[src/design/rmf_pkg.sv]
`timescale 1ns / 1ps
// Package for the 5x5 RGB median filter: shared widths, constants and types.
// Used by rmf_front, rmf_queue, rmf_median, the top level and the testbench; depends on nothing.
package rmf_pkg;

    localparam int CHANNELS    = 3;
    localparam int CH_W        = 8;
    localparam int PIX_W       = CHANNELS * CH_W;
    localparam int WINDOW      = 5;
    localparam int LAG         = WINDOW - 1;
    localparam int WIN_AREA    = WINDOW * WINDOW;
    localparam int MEDIAN_RANK = WIN_AREA / 2;
    localparam int RANK_W      = $clog2(WIN_AREA + 1);
    localparam int LB_ROWS     = WINDOW - 1;
    localparam int LB_W        = LB_ROWS * PIX_W;
    localparam int MAX_PW      = 2048;
    localparam int LB_ADDR_W   = $clog2(MAX_PW);
    localparam int QUEUE_DEPTH = 4;
    localparam int QPTR_W      = $clog2(QUEUE_DEPTH);
    localparam int QCNT_W      = $clog2(QUEUE_DEPTH + 1);

    localparam int OW_W        = 11;
    localparam int OH_W        = 13;
    localparam int PW_W        = 12;
    localparam int ROW_W       = OH_W + 1;
    localparam int CFG_IDX_W   = 2;
    localparam int CFG_DATA_W  = 13;

    localparam logic [CFG_IDX_W-1:0] CFG_OUT_WIDTH    = 2'd0;
    localparam logic [CFG_IDX_W-1:0] CFG_OUT_HEIGHT   = 2'd1;
    localparam logic [CFG_IDX_W-1:0] CFG_PADDED_WIDTH = 2'd2;

    localparam logic [OW_W-1:0] OUT_WIDTH_RST    = 11'd640;
    localparam logic [OH_W-1:0] OUT_HEIGHT_RST   = 13'd480;
    localparam logic [PW_W-1:0] PADDED_WIDTH_RST = 12'd644;

    typedef logic [PIX_W-1:0] pix_t;
    typedef logic [WIN_AREA-1:0][PIX_W-1:0] win_t;

    typedef struct packed {
        win_t win;
        logic last;
    } win_item_t;

    typedef struct packed {
        logic [QCNT_W-1:0] count;
    } q_status_t;

endpackage

[src/design/rmf_queue.sv]
`timescale 1ns / 1ps
// Short FIFO of finished windows between the front end and the median unit.
// Depends on rmf_pkg.
module rmf_queue (
    input  logic               clk,
    input  logic               rst_n,
    input  logic               push,
    input  rmf_pkg::win_item_t push_item,
    input  logic               pop,
    output rmf_pkg::win_item_t head_item,
    output rmf_pkg::q_status_t stat
);
    import rmf_pkg::*;

    win_item_t         slot_reg [QUEUE_DEPTH];
    logic [QPTR_W-1:0] wr_ptr_reg, rd_ptr_reg;
    logic [QCNT_W-1:0] count_reg;

    always_ff @(posedge clk or negedge rst_n)
    begin
        if (!rst_n)
        begin
            wr_ptr_reg <= '0;
            rd_ptr_reg <= '0;
            count_reg  <= '0;
        end
        else
        begin
            if (push)
            begin
                wr_ptr_reg <= wr_ptr_reg + QPTR_W'(1);
            end
            if (pop)
            begin
                rd_ptr_reg <= rd_ptr_reg + QPTR_W'(1);
            end
            count_reg <= count_reg + QCNT_W'(push) - QCNT_W'(pop);
        end
    end

    always_ff @(posedge clk)
    begin
        if (push)
        begin
            slot_reg[wr_ptr_reg] <= push_item;
        end
    end

    assign head_item  = slot_reg[rd_ptr_reg];
    assign stat.count = count_reg;

    a_no_overflow: assert property (@(posedge clk) disable iff (!rst_n)
        (push && !pop) |-> (count_reg < QCNT_W'(QUEUE_DEPTH)))
        else $error("queue overflow");
    a_no_underflow: assert property (@(posedge clk) disable iff (!rst_n)
        pop |-> (count_reg != '0))
        else $error("queue underflow");
    a_count_bound: assert property (@(posedge clk) disable iff (!rst_n)
        count_reg <= QCNT_W'(QUEUE_DEPTH))
        else $error("queue count out of range");

endmodule

[config.mk]
export PLATFORM = sky130hd
export DESIGN_NAME = rmf_queue
export DESIGN_NICKNAME = d
export VERILOG_FILES = /design/src/design/rmf_pkg.sv /design/src/design/rmf_queue.sv
export SDC_FILE = /design/constraint.sdc
export NUM_CORES = 2
export LEC_CHECK = 0
export BUFFER_PORTS_ARGS = -buffer_cell sky130_fd_sc_hd__buf_2
export CORE_MARGIN = 1.5
export CORE_UTILIZATION = 30
export CTS_BUF_LIST = sky130_fd_sc_hd__clkbuf_8
export DETAILED_ROUTE_END_ITERATION = 12
export GPL_TIMING_DRIVEN = 0
export PLACE_DENSITY = 0.49
export RECOVER_POWER = 50
export SLEW_MARGIN = 20
export SYNTH_ARGS = -nofsm -noshare
export SYNTH_HDL_FRONTEND = slang
export SYNTH_SLANG_ARGS = --single-unit
[constraint.sdc]
create_clock -name clk -period 14.08 [get_ports clk]
set_clock_uncertainty 0.15 [all_clocks]
set_input_delay 1.408 -clock clk [delete_from_list [all_inputs] [get_ports clk]]
set_output_delay 1.408 -clock clk [all_outputs]
set_load 0.02 [all_outputs]
==> flow_summary.ini <==
[worst_setup_path]
worst_ep_required_time_ps = 14560
largest_fanout_of_any_net_on_the_critical_path = 41
setup.worst_path.start_class = flip-flop
cp_slowest_stage_delay_ps = 1860
family_of_cells_with_the_greatest_summed_delay_on_the_critical_path = buffers and inverters
critPathCaptureType = flip-flop
worstPathBufferInverterCount = 8
critical_path_class = reg -> reg
slowest_stage = clkbuf_1
crit_chain = inv_1 -> ha_1 -> and2_2 -> clkbuf_1 -> clkbuf_1 -> buf_16 -> buf_12 -> buf_12 -> buf_16 -> buf_16
cp_data_arrival_time_ps = 7000
cpMostUsedCell = buf_16

[run_status]
failed_checks = capacitance limit, slew limit
run_status = finished with violations

[route]
drt-total-wl_mm = 243
route.detailed.wl_per_inst_um = 26.7
drt.antenna.violating_nets = 0
first_pass_iters = 6
drc = 0
dr_total_vias = 41495
drt_first_iter_violations = 2702
routed_via_density = 4.56

[clock_network]
worst_skew_pair.late_latency_ps = 1020
tritoncts = yes
cts.path.max_buffers = 4
clock_tree.root_cell = clkbuf_8
postCtsResizedCells = 0
worst_setup_hold_path_clk_slew_ps = 60
htree_levels = 5
cts_inserted_buffers = 409
count_of_clock_tree_sinks = 2411

[hold_path]
hp-class = reg -> reg

[timing]
period_share_pct = 46.3
finalHoldViolCount = 0
relSlewSlack_pct = -109
setup_repair_after_global_routing_missed_its_margin = no
final.min_clock_period_ps = 6520
timing.final.max_slew_violations = 447
final-setup-viol-count = 0
worst_max_slew_pin_slew_ps = 3140
maxClockFrequency_ghz = 0.153

[logic_synthesis]
dominant_cells_by_area_after_synthesis = edfxtp_1, mux4_2, buf_6
post_synth_num_cell_types = 15
mean_cell_area_of_the_mapped_netlist_um2 = 27.5
synthDominantAreaCellType = edfxtp_1
ys_seq_elements = 2411
synth_seq_area_share_pct = 83.0
synth_nets = 3783
mappedNetlistArea_um2 = 87200
synthDominantCellAreaShare_pct = 82.8
netlist_instances = 3171
synth-warning-count = 0

[global_route]
grt_use_total_pct = 16.1
grt_max_degree = 43
antenna_found_initial = 149
grt_pass1_wl_mm = 333
globalRoute.totalOverflow = 0
grt_pass1_vias = 44014

[finish]
areaGrowthSynthToFinish_pct = 21.8
layout.nets = 5472
largest_register_ffs = 2404
layout-drive-gt1-share_pct = 35.7
design_area_um2 = 106000
highest_count_cells_in_the_layout_ignoring_fill_and_taps = edfxtp_1, buf_2, clkbuf_1, mux4_2, clkbuf_8
layout_commonest_cell = edfxtp_1

[place]
place_congestion = 0.750
hpwlAfterDp_mm = 173
placement.cell_area_um2 = 99800
count_of_buffers_from_port_buffering = 1208

[pwr]
power_density_nw_per_um2 = 223
max-vdd-ir-drop_mv = 0.130
total_power_after_layout_w = 0.0236
total_leakage_power_nw = 34.7

[job]
drv_cap = 14

[die]
floorplan.initialDensity_pct = 30.2
die_width_um = 542
ios = 1209
die_y_um = 542
rows = 197
core_area_um2 = 289000
die_outline_area_um2 = 294000
## layer usage
layer / track usage, % / routed length [um] / vias to the layer above
met3: 8.47 / 29000 / 560
met5: 0 / 783 / -
met1: 17.6 / 88000 / 21688
met2: 25.9 / 116000 / 1655
met4: 6.91 / 9040 / 126
li1: - / - / 17466
## Yosys cell counts
cell type and n:
buf_2 53, buf_4 6, edfxtp_1 2404, clkbuf_1 12, xor2_1 2, nand2_1 2
dfrtp_1 7, buf_6 63, fa_1 1, and2_1 4, o21ai_0 1, mux4_2 601
xnor2_1 3, ha_1 6, inv_1 6
## report_power, final
group | switching, W | internal [W] | total, W
registers | 0.000233 | 0.00938 | 0.00961
logic | 0.00536 | 0.00304 | 0.00840
clock network | 0.00279 | 0.00283 | 0.00562
total | 0.00839 | 0.0152 | 0.0236
## worst register-to-register path: stages, from the launching register on
cell	delay [ps]
dfrtp_1	420
inv_1	100
ha_1	140
and2_2	130
clkbuf_1	1740
clkbuf_1	1870
buf_16	360
buf_12	300
buf_12	300
buf_16	310
buf_16	260
## final timing paths
path / startpoint / end / cells after the start / slack (ps)
min in group asynchronous: rst_n / stat[0]$_DFF_PN0_ / 2 / 700
hold / removal: wr_ptr_reg[0]$_DFFE_PN0P_ / wr_ptr_reg[0]$_DFFE_PN0P_ / 1 / 380
setup / recovery: wr_ptr_reg[0]$_DFFE_PN0P_ / slot_reg[0][170]$_DFFE_PP_ / 10 / 7560
setup reg to reg: wr_ptr_reg[0]$_DFFE_PN0P_ / slot_reg[0][170]$_DFFE_PP_ / 10 / 7560
max in group asynchronous: rst_n / rd_ptr_reg[1]$_DFFE_PN0P_ / 2 / 12730
hold reg to reg: wr_ptr_reg[0]$_DFFE_PN0P_ / wr_ptr_reg[0]$_DFFE_PN0P_ / 1 / 380
## kinds of logic (layout without fill, tap and decap cells)
family	after synthesis	count (layout)	share of synthesized area [%]
buf+inv	140	2135	1.25
simple gates	6	6	0.0373
compound gates	1	1	0.00574
other cells	0	60	0
mux	601	601	15.5
fa+ha+maj	7	7	0.109
xor+xnor	5	5	0.0503
flops	2411	2411	83.0
## final cells by class
cell class	count	area, um^2
well taps	3880	4850
repair buffers	1278	6770
clock buffers	412	5670
flip-flops and latches	2411	72400
diodes	60	150
multi-input cells	620	13700
plain buffers	134	1050
clock inverters	305	1550
inverters	6	22.5
fillers	26911	182000
## timing repair
action / 4_1_cts / 5_1_grt
setup endpoints to repair: 0 / 0
hold buffers: 1 / 0
endpoints found under the hold margin: 7 / 0
buffers inserted: 0 / 0
## per-stage QoR
stage,TNS (ps),cells,util [%],hold WS (ps),worst slack (ps)
2_1_floorplan,-2285690,3171,-,344,-1900
3_3_place_gp,-,8259,34.0,362,-16190
3_5_place_dp,0,8328,34.6,371,9220
4_1_cts,0,9046,37.1,261,8790
5_1_grt,0,9069,36.7,372,7100
6_report,0,9106,36.8,381,7560
No activity file was read; power rests on OpenSTA's default activity.
